<file path="src/hw/rtl/stok_pkg.sv">
// stok_pkg: token codes, lexer mode codes and the keyword match function for the
// source tokenizer. Depends on nothing; used by stok_lex and source_tokenizer_top.
package stok_pkg;

   localparam int KeywordMaxDefault = 8;
   localparam int PositionBitsDefault = 16;

   localparam logic [1:0] REC_VALUE = 2'd0;
   localparam logic [1:0] REC_TOKEN = 2'd1;
   localparam logic [1:0] REC_ABANDON = 2'd2;

   localparam logic [5:0] TK_COLON = 6'd9;
   localparam logic [5:0] TK_ADD = 6'd10;
   localparam logic [5:0] TK_ADD_ADD = 6'd11;
   localparam logic [5:0] TK_ADD_EQ = 6'd12;
   localparam logic [5:0] TK_SUB = 6'd13;
   localparam logic [5:0] TK_SUB_SUB = 6'd14;
   localparam logic [5:0] TK_SUB_EQ = 6'd15;
   localparam logic [5:0] TK_RARROW = 6'd16;
   localparam logic [5:0] TK_MUL = 6'd17;
   localparam logic [5:0] TK_MUL_EQ = 6'd18;
   localparam logic [5:0] TK_DIV = 6'd19;
   localparam logic [5:0] TK_DIV_EQ = 6'd20;
   localparam logic [5:0] TK_MOD = 6'd21;
   localparam logic [5:0] TK_ASSIGN = 6'd22;
   localparam logic [5:0] TK_EQ_EQ = 6'd23;
   localparam logic [5:0] TK_NOT = 6'd24;
   localparam logic [5:0] TK_NOT_EQ = 6'd25;
   localparam logic [5:0] TK_LT = 6'd26;
   localparam logic [5:0] TK_LT_EQ = 6'd27;
   localparam logic [5:0] TK_GT = 6'd28;
   localparam logic [5:0] TK_GT_EQ = 6'd29;
   localparam logic [5:0] TK_AMP = 6'd30;
   localparam logic [5:0] TK_BAR = 6'd31;
   localparam logic [5:0] TK_TILDE = 6'd32;
   localparam logic [5:0] TK_STR_LIT = 6'd33;
   localparam logic [5:0] TK_INT_LIT = 6'd34;
   localparam logic [5:0] TK_NAME = 6'd35;
   localparam logic [5:0] TK_BAD = 6'd36;
   localparam logic [5:0] TK_FINISH = 6'd37;
   localparam logic [5:0] TK_LPAR = 6'd0;
   localparam logic [5:0] TK_RPAR = 6'd1;
   localparam logic [5:0] TK_LCURLY = 6'd2;
   localparam logic [5:0] TK_RCURLY = 6'd3;
   localparam logic [5:0] TK_LSQ = 6'd4;
   localparam logic [5:0] TK_RSQ = 6'd5;
   localparam logic [5:0] TK_SEMI = 6'd6;
   localparam logic [5:0] TK_COMMA = 6'd7;
   localparam logic [5:0] TK_DOT = 6'd8;

   localparam logic [4:0] M_IDLE = 5'd0;
   localparam logic [4:0] M_WORD = 5'd1;
   localparam logic [4:0] M_NUM_FIRST = 5'd2;
   localparam logic [4:0] M_NUM_DEC = 5'd3;
   localparam logic [4:0] M_NUM_HEX = 5'd4;
   localparam logic [4:0] M_STR = 5'd5;
   localparam logic [4:0] M_STR_ESC = 5'd6;
   localparam logic [4:0] M_LINE_CMT = 5'd7;
   localparam logic [4:0] M_BLOCK = 5'd8;
   localparam logic [4:0] M_BLOCK_STAR = 5'd9;
   localparam logic [4:0] M_P_COLON = 5'd10;
   localparam logic [4:0] M_P_PLUS = 5'd11;
   localparam logic [4:0] M_P_MINUS = 5'd12;
   localparam logic [4:0] M_P_STAR = 5'd13;
   localparam logic [4:0] M_P_SLASH = 5'd14;
   localparam logic [4:0] M_P_EQ = 5'd15;
   localparam logic [4:0] M_P_BANG = 5'd16;
   localparam logic [4:0] M_P_LT = 5'd17;
   localparam logic [4:0] M_P_GT = 5'd18;
   localparam logic [4:0] M_P_AMP = 5'd19;
   localparam logic [4:0] M_P_PIPE = 5'd20;

   typedef struct packed {
      logic [1:0] record_kind;
      logic [5:0] token_kind;
      logic [7:0] value_byte;
   } rec_type;

   // Keyword lookup on the first eight buffered bytes; len is the word length.
   function automatic logic [5:0] keyword_kind(input logic [63:0] w, input logic [3:0] len);
      logic [5:0] k;
      k = TK_NAME;
      case (len)
         4'd2: begin
            if (w[15:0] == {"n", "f"}) k = 6'd38;
            if (w[15:0] == {"f", "i"}) k = 6'd40;
         end
         4'd3: begin
            if (w[23:0] == {"r", "o", "f"}) k = 6'd43;
            if (w[23:0] == {"t", "e", "l"}) k = 6'd46;
            if (w[23:0] == {"t", "n", "i"}) k = 6'd49;
            if (w[23:0] == {"r", "t", "s"}) k = 6'd52;
         end
         4'd4: begin
            if (w[31:0] == {"e", "s", "l", "e"}) k = 6'd41;
            if (w[31:0] == {"r", "a", "h", "c"}) k = 6'd50;
            if (w[31:0] == {"l", "o", "o", "b"}) k = 6'd51;
            if (w[31:0] == {"d", "i", "o", "v"}) k = 6'd53;
            if (w[31:0] == {"e", "u", "r", "t"}) k = 6'd54;
         end
         4'd5: begin
            if (w[39:0] == {"e", "l", "i", "h", "w"}) k = 6'd42;
            if (w[39:0] == {"k", "a", "e", "r", "b"}) k = 6'd44;
            if (w[39:0] == {"e", "s", "l", "a", "f"}) k = 6'd55;
         end
         4'd6: begin
            if (w[47:0] == {"n", "r", "u", "t", "e", "r"}) k = 6'd39;
            if (w[47:0] == {"n", "r", "e", "t", "x", "e"}) k = 6'd47;
            if (w[47:0] == {"f", "o", "e", "z", "i", "s"}) k = 6'd48;
         end
         4'd8: begin
            if (w == {"e", "u", "n", "i", "t", "n", "o", "c"}) k = 6'd45;
         end
         default: k = TK_NAME;
      endcase
      return k;
   endfunction

endpackage

</file>
<file path="src/hw/rtl/stok_if.sv">
// stok_if: valid/ready channels for the tokenizer's source and record words.
// Depends on nothing.
interface stok_req_if;
   logic valid;
   logic ready;
   logic kind;
   logic [7:0] char_code;
   modport source (output valid, kind, char_code, input ready);
   modport sink (input valid, kind, char_code, output ready);
endinterface

interface stok_rsp_if;
   logic valid;
   logic ready;
   logic [1:0] record_kind;
   logic [5:0] token_kind;
   logic [7:0] value_byte;
   logic [15:0] line_number;
   logic [15:0] column_number;
   logic last_of_run;
   modport source (output valid, record_kind, token_kind, value_byte, line_number,
                   column_number, last_of_run, input ready);
   modport sink (input valid, record_kind, token_kind, value_byte, line_number,
                 column_number, last_of_run, output ready);
endinterface

</file>
<file path="src/hw/rtl/stok_lex.sv">
// stok_lex: next-state and record logic for one source word.
// Depends on stok_pkg.
module stok_lex #(
   parameter int KEYWORD_MAX = stok_pkg::KeywordMaxDefault,
   parameter int POSITION_BITS = stok_pkg::PositionBitsDefault,
   localparam int LenBits = $clog2(KEYWORD_MAX + 2)
) (
   input  logic                          is_end,
   input  logic [7:0]                    ch,
   input  logic [4:0]                    mode,
   input  logic [POSITION_BITS-1:0]      line_cur,
   input  logic [POSITION_BITS-1:0]      col_cur,
   input  logic [KEYWORD_MAX*8-1:0]      word,
   input  logic [LenBits-1:0]            wlen,
   output logic [4:0]                    mode_nx,
   output logic [POSITION_BITS-1:0]      line_nx,
   output logic [POSITION_BITS-1:0]      col_nx,
   output logic [LenBits-1:0]            wlen_nx,
   output logic                          wput,
   output logic [1:0]                    rec_cnt,
   output stok_pkg::rec_type [2:0]       recs,
   output logic [2:0]                    rec_late
);
   localparam logic [POSITION_BITS-1:0] PosMax = '1;
   localparam logic [LenBits-1:0] KwMax = LenBits'(KEYWORD_MAX);

   logic [POSITION_BITS-1:0] line_t, col_t;
   logic is_dig, is_alp, is_hx, is_wd;
   logic [5:0] wkind, close_kind;
   logic closing, fresh;
   // fresh-char outcome
   logic [4:0] f_mode;
   logic [1:0] f_n;
   stok_pkg::rec_type f_r0, f_r1;
   logic f_word;

   always_comb begin
      if (ch == 8'h0a) begin
         line_t = (line_cur < PosMax) ? line_cur + 1'b1 : line_cur;
         col_t = POSITION_BITS'(1);
      end else begin
         line_t = line_cur;
         col_t = (col_cur < PosMax) ? col_cur + 1'b1 : col_cur;
      end
   end

   assign is_dig = ch >= "0" && ch <= "9";
   assign is_alp = (ch >= "a" && ch <= "z") || (ch >= "A" && ch <= "Z");
   assign is_hx = is_dig || (ch >= "a" && ch <= "f") || (ch >= "A" && ch <= "F");
   assign is_wd = is_alp || is_dig || ch == "_";
   assign wkind = (wlen > KwMax || wlen > LenBits'(8)) ? stok_pkg::TK_NAME :
                  stok_pkg::keyword_kind(word[63:0], 4'(wlen));

   function automatic stok_pkg::rec_type tk(input logic [5:0] k);
      return '{record_kind: stok_pkg::REC_TOKEN, token_kind: k, value_byte: 8'd0};
   endfunction
   function automatic stok_pkg::rec_type vb(input logic [7:0] b);
      return '{record_kind: stok_pkg::REC_VALUE, token_kind: 6'd0, value_byte: b};
   endfunction

   always_comb begin
      f_mode = stok_pkg::M_IDLE;
      f_n = 2'd0;
      f_r0 = vb(ch);
      f_r1 = tk(stok_pkg::TK_BAD);
      f_word = 1'b0;
      case (ch)
         " ", 8'h09, 8'h0d, 8'h0a: f_n = 2'd0;
         "(": begin f_n = 2'd1; f_r0 = tk(stok_pkg::TK_LPAR); end
         ")": begin f_n = 2'd1; f_r0 = tk(stok_pkg::TK_RPAR); end
         "{": begin f_n = 2'd1; f_r0 = tk(stok_pkg::TK_LCURLY); end
         "}": begin f_n = 2'd1; f_r0 = tk(stok_pkg::TK_RCURLY); end
         "[": begin f_n = 2'd1; f_r0 = tk(stok_pkg::TK_LSQ); end
         "]": begin f_n = 2'd1; f_r0 = tk(stok_pkg::TK_RSQ); end
         ";": begin f_n = 2'd1; f_r0 = tk(stok_pkg::TK_SEMI); end
         ",": begin f_n = 2'd1; f_r0 = tk(stok_pkg::TK_COMMA); end
         ".": begin f_n = 2'd1; f_r0 = tk(stok_pkg::TK_DOT); end
         "%": begin f_n = 2'd1; f_r0 = tk(stok_pkg::TK_MOD); end
         "~": begin f_n = 2'd1; f_r0 = tk(stok_pkg::TK_TILDE); end
         ":": f_mode = stok_pkg::M_P_COLON;
         "+": f_mode = stok_pkg::M_P_PLUS;
         "-": f_mode = stok_pkg::M_P_MINUS;
         "*": f_mode = stok_pkg::M_P_STAR;
         "/": f_mode = stok_pkg::M_P_SLASH;
         "=": f_mode = stok_pkg::M_P_EQ;
         "!": f_mode = stok_pkg::M_P_BANG;
         "<": f_mode = stok_pkg::M_P_LT;
         ">": f_mode = stok_pkg::M_P_GT;
         "&": f_mode = stok_pkg::M_P_AMP;
         "|": f_mode = stok_pkg::M_P_PIPE;
         "\"": f_mode = stok_pkg::M_STR;
         default: begin
            f_n = 2'd1;
            if (is_dig) f_mode = stok_pkg::M_NUM_FIRST;
            else if (is_alp || ch == "_") begin
               f_mode = stok_pkg::M_WORD;
               f_word = 1'b1;
            end else f_n = 2'd2;
         end
      endcase
   end

   always_comb begin
      mode_nx = mode;
      line_nx = line_t;
      col_nx = col_t;
      wlen_nx = wlen;
      wput = 1'b0;
      rec_cnt = 2'd0;
      recs = '{default: vb(ch)};
      rec_late = 3'b111;
      closing = 1'b0;
      close_kind = stok_pkg::TK_INT_LIT;
      fresh = 1'b0;
      if (is_end) begin
         line_nx = POSITION_BITS'(1);
         col_nx = POSITION_BITS'(1);
         wlen_nx = '0;
         mode_nx = stok_pkg::M_IDLE;
         rec_late = 3'b000;
         rec_cnt = 2'd2;
         recs[1] = tk(stok_pkg::TK_FINISH);
         case (mode)
            stok_pkg::M_WORD: recs[0] = tk(wkind);
            stok_pkg::M_NUM_FIRST, stok_pkg::M_NUM_DEC, stok_pkg::M_NUM_HEX:
               recs[0] = tk(stok_pkg::TK_INT_LIT);
            stok_pkg::M_STR, stok_pkg::M_STR_ESC:
               recs[0] = '{record_kind: stok_pkg::REC_ABANDON, token_kind: 6'd0,
                           value_byte: 8'd0};
            stok_pkg::M_P_COLON: recs[0] = tk(stok_pkg::TK_COLON);
            stok_pkg::M_P_PLUS: recs[0] = tk(stok_pkg::TK_ADD);
            stok_pkg::M_P_MINUS: recs[0] = tk(stok_pkg::TK_SUB);
            stok_pkg::M_P_STAR: recs[0] = tk(stok_pkg::TK_MUL);
            stok_pkg::M_P_SLASH: recs[0] = tk(stok_pkg::TK_DIV);
            stok_pkg::M_P_EQ: recs[0] = tk(stok_pkg::TK_ASSIGN);
            stok_pkg::M_P_BANG: recs[0] = tk(stok_pkg::TK_NOT);
            stok_pkg::M_P_LT: recs[0] = tk(stok_pkg::TK_LT);
            stok_pkg::M_P_GT: recs[0] = tk(stok_pkg::TK_GT);
            stok_pkg::M_P_AMP: recs[0] = tk(stok_pkg::TK_AMP);
            stok_pkg::M_P_PIPE: recs[0] = tk(stok_pkg::TK_BAR);
            default: begin
               rec_cnt = 2'd1;
               recs[0] = tk(stok_pkg::TK_FINISH);
            end
         endcase
      end else begin
         case (mode)
            stok_pkg::M_IDLE: fresh = 1'b1;
            stok_pkg::M_WORD:
               if (is_wd) begin
                  wput = 1'b1;
                  rec_cnt = 2'd1;
               end else begin
                  closing = 1'b1;
                  close_kind = wkind;
               end
            stok_pkg::M_NUM_FIRST:
               if (is_dig) begin
                  rec_cnt = 2'd1;
                  mode_nx = stok_pkg::M_NUM_DEC;
               end else if (ch == "x" || ch == "X") begin
                  rec_cnt = 2'd1;
                  mode_nx = stok_pkg::M_NUM_HEX;
               end else closing = 1'b1;
            stok_pkg::M_NUM_DEC:
               if (is_dig) rec_cnt = 2'd1;
               else closing = 1'b1;
            stok_pkg::M_NUM_HEX:
               if (is_hx) rec_cnt = 2'd1;
               else closing = 1'b1;
            stok_pkg::M_STR:
               if (ch == "\"") begin
                  rec_cnt = 2'd1;
                  recs[0] = tk(stok_pkg::TK_STR_LIT);
                  mode_nx = stok_pkg::M_IDLE;
               end else if (ch == "\\") mode_nx = stok_pkg::M_STR_ESC;
               else rec_cnt = 2'd1;
            stok_pkg::M_STR_ESC: begin
               rec_cnt = 2'd1;
               mode_nx = stok_pkg::M_STR;
               case (ch)
                  "n": recs[0] = vb(8'h0a);
                  "t": recs[0] = vb(8'h09);
                  "0": recs[0] = vb(8'h00);
                  "\"": recs[0] = vb(8'h22);
                  default: recs[0] = vb(8'h5c);
               endcase
            end
            stok_pkg::M_LINE_CMT: if (ch == 8'h0a) mode_nx = stok_pkg::M_IDLE;
            stok_pkg::M_BLOCK: if (ch == "*") mode_nx = stok_pkg::M_BLOCK_STAR;
            stok_pkg::M_BLOCK_STAR:
               if (ch == "/") mode_nx = stok_pkg::M_IDLE;
               else if (ch != "*") mode_nx = stok_pkg::M_BLOCK;
            stok_pkg::M_P_COLON:
               if (ch == ":") mode_nx = stok_pkg::M_IDLE;
               else begin closing = 1'b1; close_kind = stok_pkg::TK_COLON; end
            stok_pkg::M_P_PIPE:
               if (ch == "|") mode_nx = stok_pkg::M_IDLE;
               else begin closing = 1'b1; close_kind = stok_pkg::TK_BAR; end
            stok_pkg::M_P_PLUS: begin
               mode_nx = stok_pkg::M_IDLE;
               rec_cnt = 2'd1;
               if (ch == "+") recs[0] = tk(stok_pkg::TK_ADD_ADD);
               else if (ch == "=") recs[0] = tk(stok_pkg::TK_ADD_EQ);
               else begin rec_cnt = 2'd0; closing = 1'b1; close_kind = stok_pkg::TK_ADD; end
            end
            stok_pkg::M_P_MINUS: begin
               mode_nx = stok_pkg::M_IDLE;
               rec_cnt = 2'd1;
               if (ch == "-") recs[0] = tk(stok_pkg::TK_SUB_SUB);
               else if (ch == "=") recs[0] = tk(stok_pkg::TK_SUB_EQ);
               else if (ch == ">") recs[0] = tk(stok_pkg::TK_RARROW);
               else begin rec_cnt = 2'd0; closing = 1'b1; close_kind = stok_pkg::TK_SUB; end
            end
            stok_pkg::M_P_SLASH:
               if (ch == "/") mode_nx = stok_pkg::M_LINE_CMT;
               else if (ch == "*") mode_nx = stok_pkg::M_BLOCK;
               else if (ch == "=") begin
                  mode_nx = stok_pkg::M_IDLE;
                  rec_cnt = 2'd1;
                  recs[0] = tk(stok_pkg::TK_DIV_EQ);
               end else begin closing = 1'b1; close_kind = stok_pkg::TK_DIV; end
            stok_pkg::M_P_STAR, stok_pkg::M_P_EQ, stok_pkg::M_P_BANG, stok_pkg::M_P_LT,
            stok_pkg::M_P_GT, stok_pkg::M_P_AMP: begin
               // base kind and its extended kind sit one code apart; for amp that is the bar code
               case (mode)
                  stok_pkg::M_P_STAR: close_kind = stok_pkg::TK_MUL;
                  stok_pkg::M_P_EQ: close_kind = stok_pkg::TK_ASSIGN;
                  stok_pkg::M_P_BANG: close_kind = stok_pkg::TK_NOT;
                  stok_pkg::M_P_LT: close_kind = stok_pkg::TK_LT;
                  stok_pkg::M_P_GT: close_kind = stok_pkg::TK_GT;
                  default: close_kind = stok_pkg::TK_AMP;
               endcase
               if ((mode == stok_pkg::M_P_AMP) ? ch == "&" : ch == "=") begin
                  mode_nx = stok_pkg::M_IDLE;
                  rec_cnt = 2'd1;
                  recs[0] = tk(close_kind + 6'd1);
               end else closing = 1'b1;
            end
            default: fresh = 1'b1;
         endcase
         if (fresh || closing) begin
            mode_nx = f_mode;
            if (f_word) begin
               wput = 1'b1;
               wlen_nx = '0;
            end
         end
         if (fresh) begin
            rec_cnt = f_n;
            recs[0] = f_r0;
            recs[1] = f_r1;
         end
         if (closing) begin
            // closing token carries the position before this byte
            rec_cnt = f_n + 2'd1;
            recs[0] = tk(close_kind);
            recs[1] = f_r0;
            recs[2] = f_r1;
            rec_late = 3'b110;
         end
         if (wput) begin
            if (f_word && (fresh || closing)) wlen_nx = LenBits'(1);
            else if (wlen <= KwMax) wlen_nx = wlen + 1'b1;
         end
      end
   end
endmodule

</file>
<file path="src/hw/rtl/source_tokenizer_top.sv">
// Source tokenizer: one byte a cycle in unless stalled, up to three result words out.
// A source word's first result word is registered, shown the cycle after it is taken.
// Throughput: one source word per cycle while each yields at most one result and the
// sink is ready; a word with more results holds the input until the queue drains.
// Reset (synchronous, active high): mode idle, line and column 1, queue empty.
// Depends on stok_pkg, stok_if and stok_lex.
module source_tokenizer_top #(
   parameter int KEYWORD_MAX = stok_pkg::KeywordMaxDefault,
   parameter int POSITION_BITS = stok_pkg::PositionBitsDefault
) (
   input logic clock,
   input logic reset,
   stok_req_if.sink req,
   stok_rsp_if.source rsp
);
   localparam int LenBits = $clog2(KEYWORD_MAX + 2);
   localparam int IdxBits = $clog2(KEYWORD_MAX);

   logic [4:0] mode_ff, mode_in;
   logic [POSITION_BITS-1:0] line_ff, line_in, col_ff, col_in;
   logic [7:0] wbuf_ff [KEYWORD_MAX];
   logic [KEYWORD_MAX*8-1:0] word;
   logic [LenBits-1:0] wlen_ff, wlen_in;
   logic wput;
   logic [1:0] rec_cnt;
   stok_pkg::rec_type [2:0] recs;
   logic [2:0] rec_late;
   logic [LenBits-1:0] widx;

   // output queue: up to three words of one source word, each with position
   stok_pkg::rec_type q_rec_ff [3];
   logic [POSITION_BITS-1:0] q_line_ff [3], q_col_ff [3];
   logic [1:0] q_cnt_ff, q_head_ff;
   logic accept, pop;

   always_comb begin
      for (int i = 0; i < KEYWORD_MAX; i++) word[i*8 +: 8] = wbuf_ff[i];
   end

   stok_lex #(.KEYWORD_MAX(KEYWORD_MAX), .POSITION_BITS(POSITION_BITS)) u_lex (
      .is_end(req.kind), .ch(req.char_code), .mode(mode_ff), .line_cur(line_ff),
      .col_cur(col_ff), .word(word), .wlen(wlen_ff), .mode_nx(mode_in),
      .line_nx(line_in), .col_nx(col_in), .wlen_nx(wlen_in), .wput(wput),
      .rec_cnt(rec_cnt), .recs(recs), .rec_late(rec_late));

   // accept when the queue is empty or its last word leaves this cycle
   assign pop = rsp.valid && rsp.ready;
   assign accept = req.valid && req.ready;
   assign req.ready = (q_cnt_ff == 2'd0) || (q_cnt_ff == 2'd1 && rsp.ready);

   assign rsp.valid = q_cnt_ff != 2'd0;
   assign rsp.record_kind = q_rec_ff[q_head_ff].record_kind;
   assign rsp.token_kind = q_rec_ff[q_head_ff].token_kind;
   assign rsp.value_byte = q_rec_ff[q_head_ff].value_byte;
   assign rsp.line_number = 16'(q_line_ff[q_head_ff]);
   assign rsp.column_number = 16'(q_col_ff[q_head_ff]);
   assign rsp.last_of_run = q_cnt_ff == 2'd1;

   // the word buffer slot is the length before the bump (zero on a new word)
   assign widx = (wlen_in == LenBits'(1)) ? '0 : wlen_ff;

   always_ff @(posedge clock) begin
      if (reset) begin
         mode_ff <= stok_pkg::M_IDLE;
         line_ff <= POSITION_BITS'(1);
         col_ff <= POSITION_BITS'(1);
         wlen_ff <= '0;
         q_cnt_ff <= 2'd0;
         q_head_ff <= 2'd0;
      end else if (accept) begin
         mode_ff <= mode_in;
         line_ff <= line_in;
         col_ff <= col_in;
         wlen_ff <= wlen_in;
         q_cnt_ff <= rec_cnt;
         q_head_ff <= 2'd0;
      end else if (pop) begin
         q_cnt_ff <= q_cnt_ff - 2'd1;
         q_head_ff <= q_head_ff + 2'd1;
      end
   end

   // payload: word buffer and queued words
   always_ff @(posedge clock) begin
      if (accept && !req.kind && wput && widx < LenBits'(KEYWORD_MAX))
         wbuf_ff[widx[IdxBits-1:0]] <= req.char_code;
      if (accept) begin
         for (int i = 0; i < 3; i++) begin
            q_rec_ff[i] <= recs[i];
            q_line_ff[i] <= rec_late[i] ? line_in : line_ff;
            q_col_ff[i] <= rec_late[i] ? col_in : col_ff;
         end
      end
   end
endmodule

</file>
<file path="src/flat_wrapper.sv">
// flat-port wrapper written by rule: the top's interface ports become plain ports
module source_tokenizer_top_flat 
#(
   parameter int KEYWORD_MAX = stok_pkg::KeywordMaxDefault,
   parameter int POSITION_BITS = stok_pkg::PositionBitsDefault
)
  (clock, reset, req_valid, req_kind, req_char_code, req_ready, rsp_valid, rsp_record_kind, rsp_token_kind, rsp_value_byte, rsp_line_number, rsp_column_number, rsp_last_of_run, rsp_ready);
  stok_req_if req_i ();
  stok_rsp_if rsp_i ();
  input logic clock;
  input logic reset;
  input wire logic [$bits(req_i.valid)-1:0] req_valid;
  input wire logic [$bits(req_i.kind)-1:0] req_kind;
  input wire logic [$bits(req_i.char_code)-1:0] req_char_code;
  output wire logic [$bits(req_i.ready)-1:0] req_ready;
  output wire logic [$bits(rsp_i.valid)-1:0] rsp_valid;
  output wire logic [$bits(rsp_i.record_kind)-1:0] rsp_record_kind;
  output wire logic [$bits(rsp_i.token_kind)-1:0] rsp_token_kind;
  output wire logic [$bits(rsp_i.value_byte)-1:0] rsp_value_byte;
  output wire logic [$bits(rsp_i.line_number)-1:0] rsp_line_number;
  output wire logic [$bits(rsp_i.column_number)-1:0] rsp_column_number;
  output wire logic [$bits(rsp_i.last_of_run)-1:0] rsp_last_of_run;
  input wire logic [$bits(rsp_i.ready)-1:0] rsp_ready;
  assign req_i.valid = req_valid;
  assign req_i.kind = req_kind;
  assign req_i.char_code = req_char_code;
  assign req_ready = req_i.ready;
  assign rsp_valid = rsp_i.valid;
  assign rsp_record_kind = rsp_i.record_kind;
  assign rsp_token_kind = rsp_i.token_kind;
  assign rsp_value_byte = rsp_i.value_byte;
  assign rsp_line_number = rsp_i.line_number;
  assign rsp_column_number = rsp_i.column_number;
  assign rsp_last_of_run = rsp_i.last_of_run;
  assign rsp_i.ready = rsp_ready;
  source_tokenizer_top #(.KEYWORD_MAX(KEYWORD_MAX), .POSITION_BITS(POSITION_BITS)) u_core (.clock(clock), .reset(reset), .req(req_i), .rsp(rsp_i));
endmodule
</file>
<file path="config.mk">
export PLATFORM = sky130hd
export DESIGN_NAME = source_tokenizer_top_flat
export DESIGN_NICKNAME = d
export VERILOG_FILES = /design/src/hw/rtl/stok_pkg.sv /design/src/hw/rtl/stok_if.sv /design/src/hw/rtl/stok_lex.sv /design/src/hw/rtl/source_tokenizer_top.sv /design/src/flat_wrapper.sv
export SDC_FILE = /design/constraint.sdc
export NUM_CORES = 1
export LEC_CHECK = 0
export BUFFER_PORTS_ARGS = -buffer_cell sky130_fd_sc_hd__buf_2
export CAP_MARGIN = 20
export CORE_UTILIZATION = 30
export CTS_CLUSTER_DIAMETER = 200
export CTS_CLUSTER_SIZE = 10
export DETAILED_ROUTE_END_ITERATION = 6
export SYNTH_ARGS = -nofsm -noshare
export SYNTH_HDL_FRONTEND = slang
export SYNTH_SLANG_ARGS = --single-unit
</file>
<file path="constraint.sdc">
create_clock -name clock -period 11.5 [get_ports clock]
set_clock_uncertainty 0.2 [all_clocks]
set_input_delay 1.15 -clock clock [delete_from_list [all_inputs] [get_ports clock]]
set_output_delay 1.15 -clock clock [all_outputs]
set_load 0.02 [all_outputs]
</file>
# After elaboration in Yosys (flattened, before gate mapping)
# Memory sizes are Yosys's and may differ from the RTL's. A register that Yosys moved wholly into a read port is not among the register bits.
# Index checks and enable logic that the tools add are counted.
# Widths: inputs -> output; s select.
[op_classes]
n_lt_le_gt_ge = 13
n_eq_ne = 90
add_sub_neg = 7
reduce_logical = 38
mux = 158
[ops]
columns = ["op", "count"]
rows = [
  ["$pmux 16 s14", 1],
  ["$mux 16", 13],
  ["$pmux 15 s11", 1],
  ["$eq 32x31->1 const B", 5],
  ["$mux 6", 26],
  ["$eq 8x6->1 const B", 19],
  ["$mux 15", 10],
  ["$eq 48x47->1 const B", 3],
  ["$eq 40x39->1 const B", 3],
  ["$eq 24x23->1 const B", 4],
  ["$eq 8x7->1 const B", 12],
  ["$pmux 15 s6", 1],
  ["$mux 5", 16],
  ["$pmux 5 s13", 1],
  ["$eq 64x63->1 const B", 1],
  ["$pmux 5 s11", 1],
  ["$mux 1", 47],
  ["$mux 47", 1],
  ["$mux 4", 11],
  ["$pmux 6 s7", 1],
  ["$eq 5x4->1 const B", 8],
  ["$pmux 6 s6", 1],
  ["$mux 2", 17],
  ["$add 16x1->16 const B", 2],
  ["other kinds (51)", 101],
]
[totals]
mem_bits_rw = 208
mem_count = 4
wordCells = 316
register_bits = 45
input_bits = 13
output_inout_bits = 51
[memory_table]
columns = ["memory", "depth", "width", "read_ports", "rd_clocked_by_memory_dff", "write_ports", "line", "text"]
rows = [
  ["u_core.wbuf_ff", 8, 8, 8, 0, 1, "source_tokenizer_top.sv:21", "logic [7:0] wbuf_ff [KEYWORD_MAX];"],
  ["u_core.q_col_ff", 3, 16, 1, 1, 3, "source_tokenizer_top.sv:32", "logic [POSITION_BITS-1:0] q_line_ff [3], q_col_ff [3];"],
  ["u_core.q_line_ff", 3, 16, 1, 1, 3, "source_tokenizer_top.sv:32", ""],
  ["u_core.q_rec_ff", 3, 16, 1, 1, 3, "source_tokenizer_top.sv:31", "stok_pkg::rec_type q_rec_ff [3];"],
]

# Longest topological paths before layout
[logic_depth]
depth_word = 20
mapped_depth = 12
depth_no_buf = 10

# By module
# From an unflattened synthesis, not the netlist that was laid out.
[hier_totals]
hier_cells = 1513
area_unflattened_um2 = 15329.7
[by_module_without_submodules]
columns = ["mod", "cells_per_inst", "seq_area_each_um2", "area_per_inst_um2", "instances"]
rows = [
  ["source_tokenizer_top", 712, 7186.9, 10326.2, 1],
  ["stok_lex", 801, 0.0, 5003.5, 1],
]

# Least setup slack after synthesis
# OpenSTA, ideal clock, no wires.
[synth_path]
kind = "in2reg"
start = "in rsp_ready"
end = "mem u_core.q_col_ff[0][0] (netlist bit), enable pin"
t_arrival_ns = 4.892
required_time_ns = 10.792
setup_slack_ns = 5.900
setup_ns = 0.508
stages = 5
path_buffers = 2
cell_sequence = "a21o_1 -> nand2_1 -> inv_1 -> clkbuf_1 -> buf_1"
[synth_rtl]
columns = ["item", "line", "text"]
rows = [
  ["start: declaration", "flat_wrapper.sv:23", "input wire logic [$bits(rsp_i.ready)-1:0] rsp_ready;"],
  ["end: declaration", "source_tokenizer_top.sv:32", ""],
]

# Final worst setup path
[layout_path]
start = "in req_char_code[4]"
end = "mem u_core.wbuf_ff[4][2], enable pin"
[layout_via]
elab_chain_cells = 20
word_cells_on_any_way = 93
classes_between = "order compare: 9; eq/ne: 31; mux: 36; reduce/logical: 17"
[layout_lines]
columns = ["item", "line", "text"]
rows = [
  ["start: declaration", "flat_wrapper.sv:14", "input wire logic [$bits(req_i.char_code)-1:0] req_char_code;"],
  ["$ge 8x7->1 / $le 8x7->1 (equally long branches)", "stok_lex.sv:48, stok_lex.sv:49", ""],
  ["$logic_and 1x1->1", "stok_lex.sv:48", "assign is_alp = (ch >= \"a\" && ch <= \"z\") || (ch >= \"A\" && ch <= \"Z\");"],
  ["$logic_or 1x1->1", "stok_lex.sv:48", ""],
  ["$logic_or 1x1->1 (2 in series)", "stok_lex.sv:50", "assign is_wd = is_alp || is_dig || ch == \"_\";"],
  ["$mux 1", "stok_lex.sv:150", "if (is_wd) begin"],
  ["$pmux 1 s10", "stok_lex.sv:147", "case (mode)"],
  ["$mux 1", "stok_lex.sv:115", "if (is_end) begin"],
  ["$logic_or 1x1->1", "stok_lex.sv:242, stok_lex.sv:263", ""],
  ["[3 not listed]", "-", ""],
  ["$mux 4", "stok_lex.sv:262", "if (wput) begin"],
  ["$mux 4", "stok_lex.sv:115", ""],
  ["$eq 4x1->1", "source_tokenizer_top.sv:60", "assign widx = (wlen_in == LenBits'(1)) ? '0 : wlen_ff;"],
  ["$mux 4", "source_tokenizer_top.sv:60", ""],
  ["$lt 4x4->1", "source_tokenizer_top.sv:85", "if (accept && !req.kind && wput && widx < LenBits'(KEYWORD_MAX))"],
  ["$logic_and 1x1->1", "source_tokenizer_top.sv:85", ""],
  ["$mux 1", "source_tokenizer_top.sv:85", ""],
  ["$mux 1 (implied by the code)", "source_tokenizer_top.sv:86", "wbuf_ff[widx[IdxBits-1:0]] <= req.char_code;"],
  ["end: declaration", "source_tokenizer_top.sv:21", ""],
]
# Several ways; a longest one is shown, not always the timed one. The select of a mux whose other input is x is not followed.

==> run_results.csv <==
group,metric,value,unit
timing,worstMarginPinSlew,1.19,ns
routing,drt-pass1-iter-count,6,
clock_network,cts_buffers,25,
timing,min_period_over_period,40.4,%
timing,post-route-min-period,4.64,ns
grt,grt_use_total,18.6,%
clock_network,ctsResizeCount,0,
yosys,yosysUniqueCellTypes,84,
yosys,synthesis.area,13300,um^2
setup_path,startpoint,"req_char_code[4]",
clock_network,cts_tree,"done",
hold_path,hold_path.class,"reg2reg",
yosys,avgSynthCellArea,9.42,um^2
job,drv_cap,0,
cells_and_area,most-common-layout-cells,"168 x edfxtp_1, 120 x nand2_1, 119 x nor2_1, 85 x o21ai_0, 72 x nand3_1",
clock_network,cts_setup_buffers,0,
yosys,synth_cells,1407,
floorplan,dieWidth,212,um
timing,rsz0062_at_grt,"false",
outcome,status,"finished, final reports clean",
clock_network,h-tree-depth,1,
grt,antenna_found_initial,0,
yosys,postSynth.asyncResetShare,0,%
setup_path,worstSetupPathType,"in2reg",
routing,totalWireLength,42500,um
placed_design,portBuffers,63,
placed_design,place_ws,6.39,ns
timing,layout_setup_ws,6.86,ns
setup_path,cp-start-kind,"input pin",
routing,vias,11656,
grt,grt_pass1_wl,64900,um
clock_network,hold_buffers,0,
timing,setup_violations,0,
timing,slew_headroom,19.8,%
setup_path,worstReg2RegEnd,"u_core.wbuf_ff[4][2]",
yosys,synth_edf_count,168,
setup_path,arrival,4.60,ns
yosys,synth_nets,1429,
floorplan,core_area,43400,um^2
timing,finalHoldViolations,0,
cells_and_area,layout.nets,1434,
timing,slew_violations,0,
yosys,ys_seq_elements,215,
floorplan,rows,76,
grt,grt_pass1_vias,10816,
clock_network,clock_path_buffers,3,
setup_path,critPathRequiredTime,11.46,ns
setup_path,r2r_cells,6,
cells_and_area,drive_above_1_share,12.2,%
timing,fmaxAchievable,0.215,GHz
clock_network,cts_sinks,215,
yosys,ys_seq_area_share,45.1,%
floorplan,start_util,30.6,%
power_and_ir_drop,vdd_ir_drop_max,131,uV
routing,antenna_left,0,
routing,routed_via_density,5.78,
routing,drtIter0Drc,1210,
setup_path,reg2reg_slack,7.22,ns
grt,grt_max_degree,66,
floorplan,fp.dieArea,45000,um^2
cells_and_area,layout_commonest_cell,"edfxtp_1",
setup_path,endpoint_kind,"flop",
setup_path,cp_max_fo,32,
grt,grt-ovfl-total,0,
power_and_ir_drop,power_density,155,nW/um^2
cells_and_area,area_growth,11.6,%
clock_network,insertion_delay,0.55,ns
clock_network,clkTransAtPathRegs,0.06,ns
clock_network,cts-root-buf,"clkbuf_16",
floorplan,die_h,212,um
yosys,yosys_most_used_dff,"edfxtp_1",
cells_and_area,final_util,34.1,%
timing,tns,0,ns
routing,drc_errors,0,
floorplan,io_pins,64,
placed_design,gp_congestion,0.981,
power_and_ir_drop,p_leak,4.92,nW
placed_design,detailed_place_hpwl,29500,um
setup_path,crit_path_end,"u_core.wbuf_ff[4][2]",
cells_and_area,diodes,0,
yosys,yosysWarnings,0,
setup_path,r2r_start,"u_core.mode_ff[0]",
hold_path,whs_path_depth,2,
routing,post_drt_wl_per_cell,21.1,um
worst max-delay path: stages:
cell,delay (ns)
buf_2,0.51
nand4bb_1,0.43
a21o_1,0.29
a221oi_1,0.51
o2111ai_1,0.33
o31a_1,0.48
nor3_1,0.87
worst min path at each step:
stage                        start           endpoint  slack (ns)
2_1_floorplan  u_core.q_head_ff[1]               flop        0.28
3_3_place_gp     u_core.col_ff[15]  u_core.col_ff[15]        0.32
3_5_place_dp     u_core.col_ff[14]  u_core.col_ff[14]        0.33
4_1_cts          u_core.col_ff[14]  u_core.col_ff[14]        0.34
5_1_grt          u_core.col_ff[12]  u_core.col_ff[12]        0.37
6_report         u_core.col_ff[14]  u_core.col_ff[14]        0.35
state kept, by name, indices dropped and copies added (netlist names), 4 cells and up, named ones only:
signal / cells
u_core.mode_ff: 5
u_core.line_ff: 16
u_core.q_rec_ff: 40
u_core.wlen_ff: 4
u_core.col_ff: 16
u_core.q_line_ff: 32
u_core.q_col_ff: 32
u_core.wbuf_ff: 64
final cells by class:
class	count	area (um^2)
fillers	4409	28600
multi-input cells	1067	6800
flip-flops and latches	215	5990
well taps	585	732
clock buffers	44	697
repair buffers	83	475
inverters	20	77.6
clock inverters	2	27.5
through the flow:
| step | total power, W | cells | hold slack (ns) | cell area [um^2] |
|---|---|---|---|---|
| 6_report | 0.00230 | 2016 | 0.350 | 14800 |
| 5_1_grt | 0.00240 | 2016 | 0.373 | 14800 |
| 4_1_cts | 0.00232 | 2015 | 0.338 | 14800 |
| 3_5_place_dp | 0.00159 | 1969 | 0.328 | 14000 |
| 3_3_place_gp | 0.00159 | 1968 | 0.316 | 14000 |
| 2_1_floorplan | 0.00140 | 1407 | 0.285 | 13300 |
synth_stat cells, drive strengths merged (17+ instances only):
library cell	count	share of area [%]
a21o	22	1.2
a21oi	63	2.4
a31oi	24	1.1
and2	27	1.3
buf	17	0.63
clkbuf	88	2.5
dfxtp	47	7.1
edfxtp	168	38
inv	20	0.57
mux2	37	3.1
mux2i	17	1.3
nand2	120	3.4
nand2b	19	0.95
nand3	73	2.8
nand4	47	2.3
nor2	120	3.4
nor2b	35	1.7
nor3	38	1.5
nor4	22	1.0
nor4bb	20	1.5
o21ai	85	3.2
xor2	20	1.3
power by group:
part	internal (W)	total (W)	switching, W	leakage (nW)
sequential	0.000964	0.00100	0.0000381	1.96
clock	0.000410	0.000723	0.000313	0.340
combinational	0.000179	0.000572	0.000393	2.62
total	0.00155	0.00230	0.000744	4.92
logic make-up after synthesis:
group                    share of synthesized area, %
AO/OA/AOI/OAI                                    17.9
flip-flops                                       45.1
multiplexers                                     4.43
XOR/XNOR                                         1.98
adder cells (fa/ha/maj)                         0.849
AND/OR/NAND/NOR                                  26.0
buffers and inverters                            3.71
layer usage:
layer / routed length [um] / vias to the layer above / track usage [%]
li1: - / 5375 / -
met1: 19500 / 5685 / 26.7
met2: 18600 / 509 / 28.5
met3: 3190 / 87 / 2.75
met4: 1240 / 0 / 6.00
met5: 0 / - / 0
(Power assumes the default switching activity.)
